[src/hw/rtl/iee_pkg.sv]
// Shared constants, types and helper functions of the infix expression evaluator.
package iee_pkg;

  // Sizes
  localparam int LINE_CHARS = 32;
  localparam int FRAC_BITS  = 16;
  localparam int NUM_VARS   = 26;
  localparam int VAL_W      = 32;
  localparam int SYM_W      = 8;
  localparam int VAR_W      = 5;
  localparam int CMD_W      = 2;
  localparam int STAT_W     = 2;
  localparam int PTR_W      = $clog2(LINE_CHARS);
  localparam int CNT_W      = $clog2(LINE_CHARS + 1);
  localparam int DIV_W      = VAL_W + FRAC_BITS;
  localparam int DIV_CNT_W  = $clog2(DIV_W + 1);

  // Word layouts
  localparam int IDX_LSB     = SYM_W;
  localparam int WVAL_LSB    = SYM_W + VAR_W;
  localparam int IN_RAW_W    = SYM_W + VAR_W + VAL_W;
  localparam int IN_TDATA_W  = ((IN_RAW_W + 7) / 8) * 8;
  localparam int OUT_RAW_W   = VAR_W + VAL_W;
  localparam int OUT_TDATA_W = ((OUT_RAW_W + 7) / 8) * 8;

  // Item kinds
  localparam logic [CMD_W-1:0] CMD_CHAR  = 2'd0;
  localparam logic [CMD_W-1:0] CMD_WRITE = 2'd1;
  localparam logic [CMD_W-1:0] CMD_READ  = 2'd2;
  localparam logic [CMD_W-1:0] CMD_NOP   = 2'd3;

  // Result status
  localparam logic [STAT_W-1:0] ST_OK        = 2'd0;
  localparam logic [STAT_W-1:0] ST_DIV0      = 2'd1;
  localparam logic [STAT_W-1:0] ST_MALFORMED = 2'd2;
  localparam logic [STAT_W-1:0] ST_OVERFLOW  = 2'd3;

  // Characters
  localparam logic [SYM_W-1:0] CH_SPACE = 8'h20;
  localparam logic [SYM_W-1:0] CH_LP    = 8'h28;
  localparam logic [SYM_W-1:0] CH_RP    = 8'h29;
  localparam logic [SYM_W-1:0] CH_MUL   = 8'h2A;
  localparam logic [SYM_W-1:0] CH_ADD   = 8'h2B;
  localparam logic [SYM_W-1:0] CH_SUB   = 8'h2D;
  localparam logic [SYM_W-1:0] CH_DIV   = 8'h2F;
  localparam logic [SYM_W-1:0] CH_EQ    = 8'h3D;
  localparam logic [SYM_W-1:0] CH_A     = 8'h41;
  localparam logic [SYM_W-1:0] CH_Z     = 8'h5A;

  localparam logic signed [2*VAL_W-1:0] WIDE_MAX = (64'sd1 <<< (VAL_W - 1)) - 64'sd1;
  localparam logic signed [2*VAL_W-1:0] WIDE_MIN = -(64'sd1 <<< (VAL_W - 1));

  typedef logic signed [VAL_W-1:0] val_t;

  // Controller to datapath commands, at most one per cycle
  typedef struct packed {
    logic load_item;
    logic do_direct;
    logic do_read;
    logic char_step;
    logic flush_step;
    logic prep;
    logic eval_step;
    logic arith_exec;
    logic mul_fin;
    logic div_fin;
    logic finish;
    logic load_out;
  } dp_cmd_t;

  // Datapath to controller status
  typedef struct packed {
    logic [CMD_W-1:0] item_cmd;
    logic             item_last;
    logic             pop_cond;
    logic             op_empty;
    logic             eval_end;
    logic             tok_arith_go;
    logic             tok_mul;
    logic             tok_div;
    logic             div_zero;
    logic             div_done;
    logic             out_free;
  } dp_stat_t;

  function automatic logic is_letter(input logic [SYM_W-1:0] c);
    return (c >= CH_A) && (c <= CH_Z);
  endfunction

  function automatic logic is_arith(input logic [SYM_W-1:0] c);
    return (c == CH_MUL) || (c == CH_DIV) || (c == CH_ADD) || (c == CH_SUB);
  endfunction

  // Clamp a wide signed value to the value range
  function automatic val_t sat_val(input logic signed [2*VAL_W-1:0] x);
    val_t r;
    if (x > WIDE_MAX) r = WIDE_MAX[VAL_W-1:0];
    else if (x < WIDE_MIN) r = WIDE_MIN[VAL_W-1:0];
    else r = x[VAL_W-1:0];
    return r;
  endfunction

endpackage

[src/hw/rtl/iee_ctrl.sv]
// Controller state machine: sequences char handling, line flush, postfix evaluation, direct writes, reads and output.
module iee_ctrl (
  input  logic              clk,
  input  logic              rst_n,
  input  logic              in_tvalid,
  output logic              in_tready,
  input  iee_pkg::dp_stat_t stat,
  output iee_pkg::dp_cmd_t  cmd
);

  localparam logic [3:0] S_IDLE   = 4'd0;
  localparam logic [3:0] S_DECODE = 4'd1;
  localparam logic [3:0] S_CHAR   = 4'd2;
  localparam logic [3:0] S_FLUSH  = 4'd3;
  localparam logic [3:0] S_PREP   = 4'd4;
  localparam logic [3:0] S_EVAL   = 4'd5;
  localparam logic [3:0] S_ARITH  = 4'd6;
  localparam logic [3:0] S_MULFIN = 4'd7;
  localparam logic [3:0] S_DIVW   = 4'd8;
  localparam logic [3:0] S_FINISH = 4'd9;
  localparam logic [3:0] S_OUT    = 4'd10;

  logic [3:0] state_r;
  logic [3:0] state_nxt;

  always_ff @(posedge clk) begin
    if (!rst_n) state_r <= S_IDLE;
    else        state_r <= state_nxt;
  end

  assign in_tready = (state_r == S_IDLE);

  // Next state and commands
  always_comb begin
    state_nxt = state_r;
    cmd       = '0;
    unique case (state_r)
      S_IDLE: begin
        if (in_tvalid) begin
          cmd.load_item = 1'b1;
          state_nxt     = S_DECODE;
        end
      end
      S_DECODE: begin
        unique case (stat.item_cmd)
          iee_pkg::CMD_CHAR:  state_nxt = S_CHAR;
          iee_pkg::CMD_WRITE: begin
            cmd.do_direct = 1'b1;
            state_nxt     = S_IDLE;
          end
          iee_pkg::CMD_READ: begin
            cmd.do_read = 1'b1;
            state_nxt   = S_OUT;
          end
          default: state_nxt = S_IDLE;
        endcase
      end
      S_CHAR: begin
        cmd.char_step = 1'b1;
        if (!stat.pop_cond) state_nxt = stat.item_last ? S_FLUSH : S_IDLE;
      end
      S_FLUSH: begin
        if (stat.op_empty) state_nxt = S_PREP;
        else cmd.flush_step = 1'b1;
      end
      S_PREP: begin
        cmd.prep  = 1'b1;
        state_nxt = S_EVAL;
      end
      S_EVAL: begin
        if (stat.eval_end) state_nxt = S_FINISH;
        else if (stat.tok_arith_go) state_nxt = S_ARITH;
        else cmd.eval_step = 1'b1;
      end
      S_ARITH: begin
        cmd.arith_exec = 1'b1;
        if (stat.tok_mul) state_nxt = S_MULFIN;
        else if (stat.tok_div && !stat.div_zero) state_nxt = S_DIVW;
        else state_nxt = S_EVAL;
      end
      S_MULFIN: begin
        cmd.mul_fin = 1'b1;
        state_nxt   = S_EVAL;
      end
      S_DIVW: begin
        if (stat.div_done) begin
          cmd.div_fin = 1'b1;
          state_nxt   = S_EVAL;
        end
      end
      S_FINISH: begin
        cmd.finish = 1'b1;
        state_nxt  = S_OUT;
      end
      S_OUT: begin
        if (stat.out_free) begin
          cmd.load_out = 1'b1;
          state_nxt    = S_IDLE;
        end
      end
      default: state_nxt = S_IDLE;
    endcase
  end

endmodule

[config.mk]
export PLATFORM = sky130hd
export DESIGN_NAME = iee_ctrl
export DESIGN_NICKNAME = d
export VERILOG_FILES = /design/src/hw/rtl/iee_pkg.sv /design/src/hw/rtl/iee_ctrl.sv
export SDC_FILE = /design/constraint.sdc
export NUM_CORES = 1
export LEC_CHECK = 0
export ABC_AREA = 1
export BUFFER_PORTS_ARGS = -buffer_cell sky130_fd_sc_hd__buf_2
export CAP_MARGIN = 5
export CORE_AREA = 2 2 39 41
export CTS_CLUSTER_SIZE = 12
export DETAILED_ROUTE_END_ITERATION = 12
export DIE_AREA = 0 0 41 43
export GPL_TIMING_DRIVEN = 0
export PLACE_DENSITY = 0.74
export SLEW_MARGIN = 30
export SYNTH_ARGS = -nofsm -noshare
export SYNTH_HDL_FRONTEND = slang
export SYNTH_SLANG_ARGS = --single-unit
[constraint.sdc]
create_clock -name clk -period 1.5 [get_ports clk]
set_clock_uncertainty 0.05 [all_clocks]
set_input_delay 0.3 -clock clk [delete_from_list [all_inputs] [get_ports clk]]
set_output_delay 0.3 -clock clk [all_outputs]
set_load 0.005 [all_outputs]
==> qor.csv, run 1 <==
stage,metric,value,unit
status,outcome,finished with violations,
status,failing checks,setup timing,
drt,Antenna Nets Post-Route,0,
flow_run,Max-Cap Viols,0,
place,dpl hpwl,1090,um
die,Top Ports,28,
timing,Min Hold Slack,291,ps
timing,final worst slack,-11.1,ps
clock_network,CTS tree,done,
final_layout,share of cells above drive strength 1,41.2,%
timing,count of final hold-check violations,0,
timing,final setup fails,1,
power,final total power,805,uW
global_routing,met3 usage,4.71,%
die,die outline height,43,um
global_routing,antenna violations before repair,0,
worst_setup_path,worst r2r src,state_r[3],
worst_setup_path,CP Capture Type,output pin,
worst_setup_path,reg-to-reg setup timing slack,180,ps
global_routing,grt met2 use,26.3,%
global_routing,met1 Use GR,20.6,%
timing,Period minus WS final,1510,ps
synth,area share of the largest cell type after synthesis,18.8,%
place,Post-Place Worst Slack,15.9,ps
global_routing,GRT Util Overall,16.1,%
die,Chip Width,41,um
clock_network,root buf cell,clkbuf_4,
final_layout,Diodes inserted,0,
power,power density cells,1080,mW/mm2
clock_network,clk sinks,4,
place,RD Place Congestion,0.868,
final_layout,# nets final,148,
clock_network,Worst-path clk slew,40,ps
die,FP Rows,14,
synth,"Distinct cells, synth",18,
clock_network,clock buffer depth,2,
drt,WL/cell,9.32,um
place,placed instance area,653,um2
drt,via density per instance,4.55,
die,CORE AREA,0.00138,mm2
hold_path,WHS Endpoint,state_r[0],
global_routing,largest net degree at the start of global routing,8,
synth,sequential fraction of the synthesis area,16.1,%
global_routing,Top Usage Layer GRT,met2,
synth,top post-synthesis cells by count,"25 x nand2_1, 23 x inv_1, 12 x nor2_1, 11 x nand3_1, 5 x nor2_2",
die,Starting Density,36.0,%
final_layout,final core utilization,54.1,%
synth,synthesis-stage register bit count,4,
power,leakage power,0.482,nW
power,VDD IR max,0.469,mV
worst_setup_path,RR Endpoint,state_r[1],
clock_network,worst skew pair latency,230,ps
global_routing,first-pass GRT wire length,2000,um
timing,worst relative slew slack,85.9,%
drt,drt initial violations,14,
timing,Final period util,101,%
clock_network,TritonCTS Buffers,3,
drt,Detailed Routing Iterations Pass 1,4,
final_layout,Regs by FF count,state_r x4,
worst_setup_path,CP arrival,1160,ps
hold_path,Worst Min Path Start,rst_n,
hold_path,Hold WC Path Type,in2reg,
global_routing,vias in the first global route,524,
place,Port Buf Inserts,27,
worst_setup_path,worst reg2reg path depth,7,
final_layout,post-route cell area,748,um2
worst_setup_path,CP Launch Type,register,
synth,Area contributors post-synth,"nand2_1 19%, inv_1 17%, dfxtp_1 16%",
worst_setup_path,CP Max Fanout,6,
synth,Syn Nets,111,
worst_setup_path,critical path type,reg2out,
final_layout,Layout area overhead,50.3,%
final_layout,Largest register FFs,4,
synth,top_reg_cell synth,dfxtp_1,
die,die area,0.00176,mm2
timing,Slew Limit Fails,0,
drt,total number of vias,669,
clock_network,CTS H-tree depth,1,
synth,Mapped Cells,96,
final_layout,Top reg by flops,state_r,
timing,RSZ-0062 raised after global routing,true,
drt,Post-Route WL,1370,um
synth,Ys Warns,0,
timing,Worst Max-Slew Pin Slew,212,ps
synth,mapped cell area,498,um2
synth,Mapped Avg Cell Area,5.19,um2
hold_path,Hold Path Depth,3,
synth,Post-synth EDFFs,0,
drt,Residual DRC,0,
global_routing,gr ovfl total,0,
synth,top-count cell post-synth,nand2_1,
timing,Max Fclk,662,MHz
synth,"area leader, netlist",nand2_1,
synth,asr flop ratio synth,0,%
worst_setup_path,Required @ worst endpoint,1150,ps
==> through the flow <==
stage | setup TNS (ps) | std cells
after detailed placement | 0 | 139
after global placement | 0 | 139
after floorplan | 0 | 96
after CTS | -70.2 | 145
final | -11.1 | 147
after global routing | -346 | 147
==> kinds of logic after synthesis <==
logic type | share of synthesized area [%]
AO/OA/AOI/OAI | 7.54
buffers and inverters | 18.3
flip-flops | 16.1
AND/OR/NAND/NOR | 58.0
==> worst max path at each step <==
stage                     endpoint        from  slack [ps]
after CTS                   cmd[5]  state_r[2]         -40
after global placement      cmd[9]  state_r[0]          40
after detailed placement    cmd[9]  state_r[0]          20
after floorplan             cmd[9]  state_r[0]         240
final                       cmd[9]  state_r[3]         -10
after global routing        cmd[9]  state_r[3]         -90
==> layout by cell type (no fill, tap or decap) <==
cell,n
a21oi_1,2
a21oi_2,1
a31oi_1,1
buf_2,27
buf_4,5
clkbuf_4,3
clkinv_2,1
dfxtp_4,4
inv_1,21
inv_2,2
nand2_1,24
nand2_2,2
nand3_1,10
nand3_2,2
nand3b_1,2
nand4_1,1
nor2_1,11
nor2_2,4
nor2_4,3
nor3_1,3
o211ai_1,1
o21ai_0,1
==> layer usage <==
layer  part of all wire, %  vias to the layer above
met3                   6.2                        2
met2                    45                       25
met4                   1.4                        0
met5                     0                        -
li1                      -                      366
met1                    47                      276
==> report_power, final <==
part	internal, mW	leakage (nW)	switching [mW]
registers	0.143	0.0356	0.0489
clock network	0.0896	0.0138	0.0456
logic	0.203	0.433	0.276
total	0.435	0.482	0.370
==> worst max-delay path, cell delays in order (launching register included) <==
cell and delay (ps):
dfxtp_4 360, nor2_4 200, nand2_2 80, nor2_1 80
nand2_1 70, inv_1 50, buf_2 100
==> what timing repair did <==
item	in CTS	in global routing
gates resized for setup	10	5
buffers inserted	3	2
hold buffers	0	0
setup endpoints to repair	10	11
pin swaps	3	3
==> final cells by class <==
cell class                 count  area, um2
fill                         150        636
multi-input combinational     68        347
timing repair buffer          32        173
sequential                     4       95.1
inverter                      24       91.3
clock buffer                   3       22.5
tap                           16       20.0
Power figures use the tool's default switching activity.
==> run 2, diff against run 1 <==
==> constraint.sdc (replaced) <==
create_clock -name clk -period 1.5 [get_ports clk]
set_clock_uncertainty 0.05 [all_clocks]
set_input_delay 0.075 -clock clk [delete_from_list [all_inputs] [get_ports clk]]
set_output_delay 0.075 -clock clk [all_outputs]
set_load 0.005 [all_outputs]
==> qor.csv, run 2 (synthesis gave the netlist of run 1 again) <==
stage,metric,value,unit,change
timing,RSZ-0062 raised after global routing,false,,
die,Chip Width,41,um,unchanged
timing,Period minus WS final,1390,ps,-118 ps
final_layout,Layout area overhead,38.4,%,
flow_run,Max-Cap Viols,0,,unchanged
power,VDD IR max,0.442,mV,-5.8%
clock_network,clock buffer depth,2,,unchanged
die,die outline height,43,um,unchanged
final_layout,Top reg by flops,state_r,,
hold_path,Hold WC Path Type,in2reg,,
worst_setup_path,Required @ worst endpoint,1610,ps,+460 ps
drt,via density per instance,4.75,,+4.3%
clock_network,clk sinks,4,,unchanged
clock_network,worst skew pair latency,230,ps,about the same
die,FP Rows,14,,unchanged
power,leakage power,0.456,nW,-5.4%
power,final total power,733,uW,-9.0%
worst_setup_path,reg-to-reg setup timing slack,110,ps,-70 ps
drt,Detailed Routing Iterations Pass 1,4,,unchanged
die,die area,0.00176,mm2,unchanged
timing,final setup fails,0,,-1
drt,WL/cell,9.08,um,-2.6%
timing,count of final hold-check violations,0,,unchanged
clock_network,TritonCTS Buffers,3,,unchanged
timing,Slew Limit Fails,0,,unchanged
clock_network,Post-CTS Hold Buffers,0,,unchanged
worst_setup_path,CP Launch Type,register,,
timing,final worst slack,107,ps,+118 ps
clock_network,Worst-path clk slew,40,ps,about the same
drt,Residual DRC,0,,unchanged
final_layout,most frequent cells in the layout,"27 x buf_2, 25 x nand2_1, 23 x inv_1",,
drt,Post-Route WL,1290,um,-5.9%
place,dpl hpwl,1090,um,unchanged
clock_network,CTS tree,done,,
global_routing,gr ovfl total,0,,unchanged
place,RD Place Congestion,0.868,,unchanged
final_layout,share of cells above drive strength 1,34.1,%,-7.1 points
drt,drt initial violations,14,,unchanged
global_routing,first-pass GRT wire length,1960,um,-2.1%
final_layout,Largest register FFs,4,,unchanged
die,CORE AREA,0.00138,mm2,unchanged
die,Top Ports,28,,unchanged
place,Port Buf Inserts,27,,unchanged
timing,Max Fclk,718,MHz,+8.5%
timing,Final period util,92.8,%,-7.9 points
drt,Antenna Nets Post-Route,0,,unchanged
die,Starting Density,36.0,%,unchanged
final_layout,Diodes inserted,0,,unchanged
power,power density cells,1060,mW/mm2,-1.2%
global_routing,vias in the first global route,507,,-3.2%
status,outcome,finished clean,,
drt,total number of vias,674,,+0.75%
final_layout,"most common cell after layout, fill and taps aside",buf_2,,
worst_setup_path,critical path type,reg2reg,,
global_routing,antenna violations before repair,0,,unchanged
timing,Setup TNS Final,0,ps,+11.1 ps
timing,Worst Max-Slew Pin Slew,282,ps,+70.2 ps
timing,worst relative slew slack,81.1,%,-4.7 points
global_routing,GRT Util Overall,15.8,%,-0.30 points
place,Post-Place Worst Slack,131,ps,+116 ps
global_routing,largest net degree at the start of global routing,9,,+1
final_layout,Regs by FF count,state_r x4,,
worst_setup_path,CP arrival,1500,ps,+340 ps
worst_setup_path,CP Max Fanout,6,,unchanged
clock_network,root buf cell,clkbuf_4,,
worst_setup_path,CP Capture Type,register,,
clock_network,CTS H-tree depth,1,,unchanged
clock_network,"Setup Fix Bufs, Post-CTS",0,,-3
final_layout,# nets final,143,,-3.4%
-- run 2: changes by cell type in the layout (fill, tap and decap cells not counted) --
cell and delta:
dfxtp_4 -4, nand2_1 +1, inv_2 -2, dfxtp_2 +3, nand3_1 +1, nor2_2 -1, buf_4 -5, nor2_1 +1
dfxtp_1 +1, nand3_2 -1, nand2_2 -1, inv_1 +2
-- run 2: critical path, stage by stage (launching register included) --
cell	delay, ps
dfxtp_1	460
inv_1	80
nor2_2	200
nand3_1	130
nand2_1	110
nor2_1	60
nand2_2	50
nand2_1	50
a21oi_1	140
-- run 2: stage by stage --
| step | std cells | area [um2] | hold WS [ps] | util (%) |
|---|---|---|---|---|
| after floorplan | 96 | 498 | 134 | - |
| after global placement | 139 | 653 | 298 | 47.2 |
| after detailed placement | 139 | 653 | 310 | 47.2 |
| after CTS | 142 | 681 | 69.3 | 49.2 |
| after global routing | 142 | 689 | 76.6 | 49.8 |
| final | 142 | 689 | 67.8 | 49.8 |
-- run 2: timing repair --
item	CTS	global route
cloned	0	0
endpoints found under the setup margin	1	3
resized for setup	1	4
hold endpoints to repair	0	0
pin swaps	0	0
-- run 2: metal layers --
layer | wire length [um] | vias to the layer above | track usage, %
met1 | 596 | 283 | 19.9
met4 | 19 | 0 | 2.00
met3 | 95 | 2 | 4.71
li1 | - | 358 | -
met5 | 0 | - | 0
met2 | 578 | 31 | 25.9
-- run 2: worst paths after layout --
path | from | end | cells after the start
setup / recovery | state_r[1] | state_r[1] | 8
hold / removal | rst_n | state_r[0] | 3
setup reg to reg | state_r[1] | state_r[1] | 8
hold reg to reg | state_r[0] | state_r[0] | 2
-- run 2: cell type report --
cell class	count	area (um2)
fillers	161	694
multi-input cells	68	337
repair buffers	27	135
inverters	24	91.3
flip-flops and latches	4	83.8
clock buffers	3	22.5
well taps	16	20.0
-- run 2: power by group --
part / switching, mW / total, mW / internal, mW
logic: 0.260 / 0.419 / 0.160
registers: 0.0431 / 0.179 / 0.136
clock network: 0.0450 / 0.135 / 0.0896
total: 0.348 / 0.733 / 0.385
==> run 3, diff against run 2 <==
--- a/config.mk
+++ b/config.mk
@@ -8,10 +8,10 @@
 export ABC_AREA = 1
 export BUFFER_PORTS_ARGS = -buffer_cell sky130_fd_sc_hd__buf_2
 export CAP_MARGIN = 5
-export CORE_AREA = 2 2 39 41
+export CORE_AREA = 4 4 41 43
 export CTS_CLUSTER_SIZE = 12
 export DETAILED_ROUTE_END_ITERATION = 12
-export DIE_AREA = 0 0 41 43
+export DIE_AREA = 0 0 45 47
 export GPL_TIMING_DRIVEN = 0
 export PLACE_DENSITY = 0.74
 export SLEW_MARGIN = 30
==> qor.csv, run 3 (synthesis gave the netlist of run 1 again) <==
stage,metric,value,unit,change
clock_network,TritonCTS Buffers,3,,unchanged
hold_path,Hold Path Depth,3,,unchanged
global_routing,largest net degree at the start of global routing,9,,unchanged
drt,WL/cell,9.05,um,-0.31%
place,number of placed cells counting well taps,138,,-0.72%
timing,Period minus WS final,1390,ps,-0.971 ps
worst_setup_path,worst r2r src,state_r[1],,
drt,via density per instance,4.41,,-7.0%
flow_run,Max-Cap Viols,0,,unchanged
final_layout,Final Instance Count excl. Fillers,143,,+0.70%
power,leakage power,0.465,nW,+1.9%
die,die outline height,47,um,+9.3%
final_layout,Layout fillers,143,,-11%
final_layout,# nets final,145,,+1.4%
drt,drt initial violations,6,,-8
worst_setup_path,CP Capture Type,output pin,,
power,power density cells,1080,mW/mm2,+1.5%
timing,worst relative slew slack,80.6,%,-0.51 points
timing,Max Fclk,719,MHz,about the same
worst_setup_path,CP arrival,1270,ps,-230 ps
clock_network,worst skew pair latency,230,ps,about the same
clock_network,clk sinks,4,,unchanged
die,Top Ports,28,,unchanged
global_routing,gr ovfl total,0,,unchanged
power,VDD IR max,0.414,mV,-6.4%
hold_path,Hold WC Path Type,in2reg,,
hold_path,Worst Min Path Start,rst_n,,
die,FP Rows,13,,-1
clock_network,root buf cell,clkbuf_4,,
power,Clk pwr share,17.0,%,-1.4 points
worst_setup_path,Required @ worst endpoint,1370,ps,-240 ps
timing,final setup fails,0,,unchanged
die,CORE AREA,0.00130,mm2,-6.0%
clock_network,clock buffer depth,2,,unchanged
power,Internal Power,413,uW,+7.2%
final_layout,Layout area overhead,41.0,%,
drt,Antenna Nets Post-Route,0,,unchanged
power,switching pwr,344,uW,-1.0%
worst_setup_path,worst reg2reg path depth,8,,unchanged
final_layout,Regs by FF count,state_r x4,,
final_layout,share of cells above drive strength 1,34.4,%,+0.25 points
place,RD Place Congestion,0.853,,-1.7%
die,die area,0.00212,mm2,+20%
power,Sw Ratio,45.5,%,-2.0 points
worst_setup_path,Top delay family on crit path,flip-flops,,
drt,Detailed Routing Iterations Pass 1,4,,unchanged
timing,final worst slack,108,ps,+0.971 ps
drt,total number of vias,631,,-6.4%
drt,Residual DRC,0,,unchanged
worst_setup_path,CP Launch Type,register,,
clock_network,CTS H-tree depth,1,,unchanged
clock_network,CTS tree,done,,
timing,Setup TNS Final,0,ps,unchanged
die,Chip Width,45,um,+9.8%
global_routing,first-pass GRT wire length,2100,um,+7.4%
place,Port Buf Inserts,27,,unchanged
worst_setup_path,CP cell instances,inv_1 > nor2_4 > nand3_2 > clkinv_2 > buf_2,,
worst_setup_path,CP Max Fanout,7,,+1
final_layout,Diodes inserted,0,,unchanged
place,dpl hpwl,1110,um,+1.6%
die,Starting Density,38.3,%,+2.3 points
worst_setup_path,critical path type,reg2out,,
timing,Slew Limit Fails,0,,unchanged
power,Comb power frac,59.6,%,+2.4 points
timing,Final period util,92.8,%,about the same
final_layout,"most common cell after layout, fill and taps aside",buf_2,,
global_routing,GRT Util Overall,13.3,%,-2.4 points
global_routing,antenna violations before repair,0,,unchanged
timing,count of final hold-check violations,0,,unchanged
power,sequential share of power,23.5,%,-0.9 points
hold_path,WHS Endpoint,state_r[0],,
final_layout,Largest register FFs,4,,unchanged
status,outcome,finished clean,,
worst_setup_path,reg-to-reg setup timing slack,140,ps,+30 ps
clock_network,Worst-path clk slew,40,ps,about the same
final_layout,Top reg by flops,state_r,,
clock_network,Post-CTS Hold Buffers,0,,unchanged
global_routing,vias in the first global route,536,,+5.7%
timing,RSZ-0062 raised after global routing,true,,
worst_setup_path,crit-path max cell delay,420,ps,-40 ps
place,Post-Place Worst Slack,170,ps,+38.5 ps
worst_setup_path,slowest CP cell,dfxtp_1,,
worst_setup_path,WP buf/inv,3,,+2
timing,Worst Max-Slew Pin Slew,290,ps,+7.56 ps
final_layout,most frequent cells in the layout,"27 x buf_2, 25 x nand2_1, 23 x inv_1",,
drt,Post-Route WL,1290,um,+0.39%
worst_setup_path,RR Endpoint,state_r[0],,
==> run 3: power groups by stage <==
| stage | combinational (mW) | sequential, mW | clock (mW) |
|---|---|---|---|
| 2_1_floorplan | 0.299 | 0.162 | 0 |
| 3_3_place_gp | 0.406 | 0.170 | 0 |
| 3_5_place_dp | 0.409 | 0.171 | 0 |
| 4_1_cts | 0.411 | 0.169 | 0.137 |
| 5_1_grt | 0.521 | 0.180 | 0.146 |
| 6_report | 0.451 | 0.178 | 0.129 |
==> run 3: what timing repair did <==
action	4_1_cts	5_1_grt
endpoints found under the setup margin	0	4
setup buffers	0	2
gates resized for setup	0	4
==> run 3: final cells by class <==
class,instances,area (um2),share of cell area (%)
Clock buffer,3,22.5,3.21
Inverter,24,91.3,13.0
Multi-Input combinational cell,68,337,48.0
Sequential cell,4,82.6,11.8
Timing Repair Buffer,29,150,21.4
Tap cell,15,18.8,2.67
==> run 3: through the flow <==
step           utilization (%)  power [mW]  hold slack [ps]  instance area (um2)
6_report                  53.9       0.757             71.9                  702
5_1_grt                   53.9       0.846             78.7                  702
4_1_cts                   51.8       0.717             63.9                  674
3_5_place_dp              50.1       0.580              308                  652
3_3_place_gp              50.1       0.577              304                  652
2_1_floorplan                -       0.461              134                  498
==> run 3: metal layers <==
| layer | track usage (%) | vias up | part of all wire (%) | routed length, um |
|---|---|---|---|---|
| met2 | 23.7 | 17 | 47 | 607 |
| met5 | 0 | - | 0 | 0 |
| met1 | 16.6 | 256 | 47 | 609 |
| li1 | - | 358 | - | - |
| met4 | 1.75 | 0 | 0 | 0 |
| met3 | 3.45 | 0 | 6.0 | 77 |
==> run 3: how the worst max path moves through the flow <==
stage | from | endpoint | slack [ps] | cells after the start
2_1_floorplan | state_r[3] | state_r[0] | 310 | 7
3_3_place_gp | state_r[3] | state_r[0] | 170 | 7
3_5_place_dp | state_r[0] | state_r[0] | 170 | 8
4_1_cts | state_r[0] | cmd[9] | 5 | 7
5_1_grt | state_r[1] | cmd[11] | -6 | 4
6_report | state_r[2] | cmd[5] | 110 | 5
==> run 3: worst reg2reg max path: stages (launching register included) <==
cell and delay (ps):
dfxtp_1 460, inv_1 90, nor2_2 190, nand3_1 130, nand2_1 100, nor2_1 50, nand2_2 50, nand2_1 60
a21oi_2 120
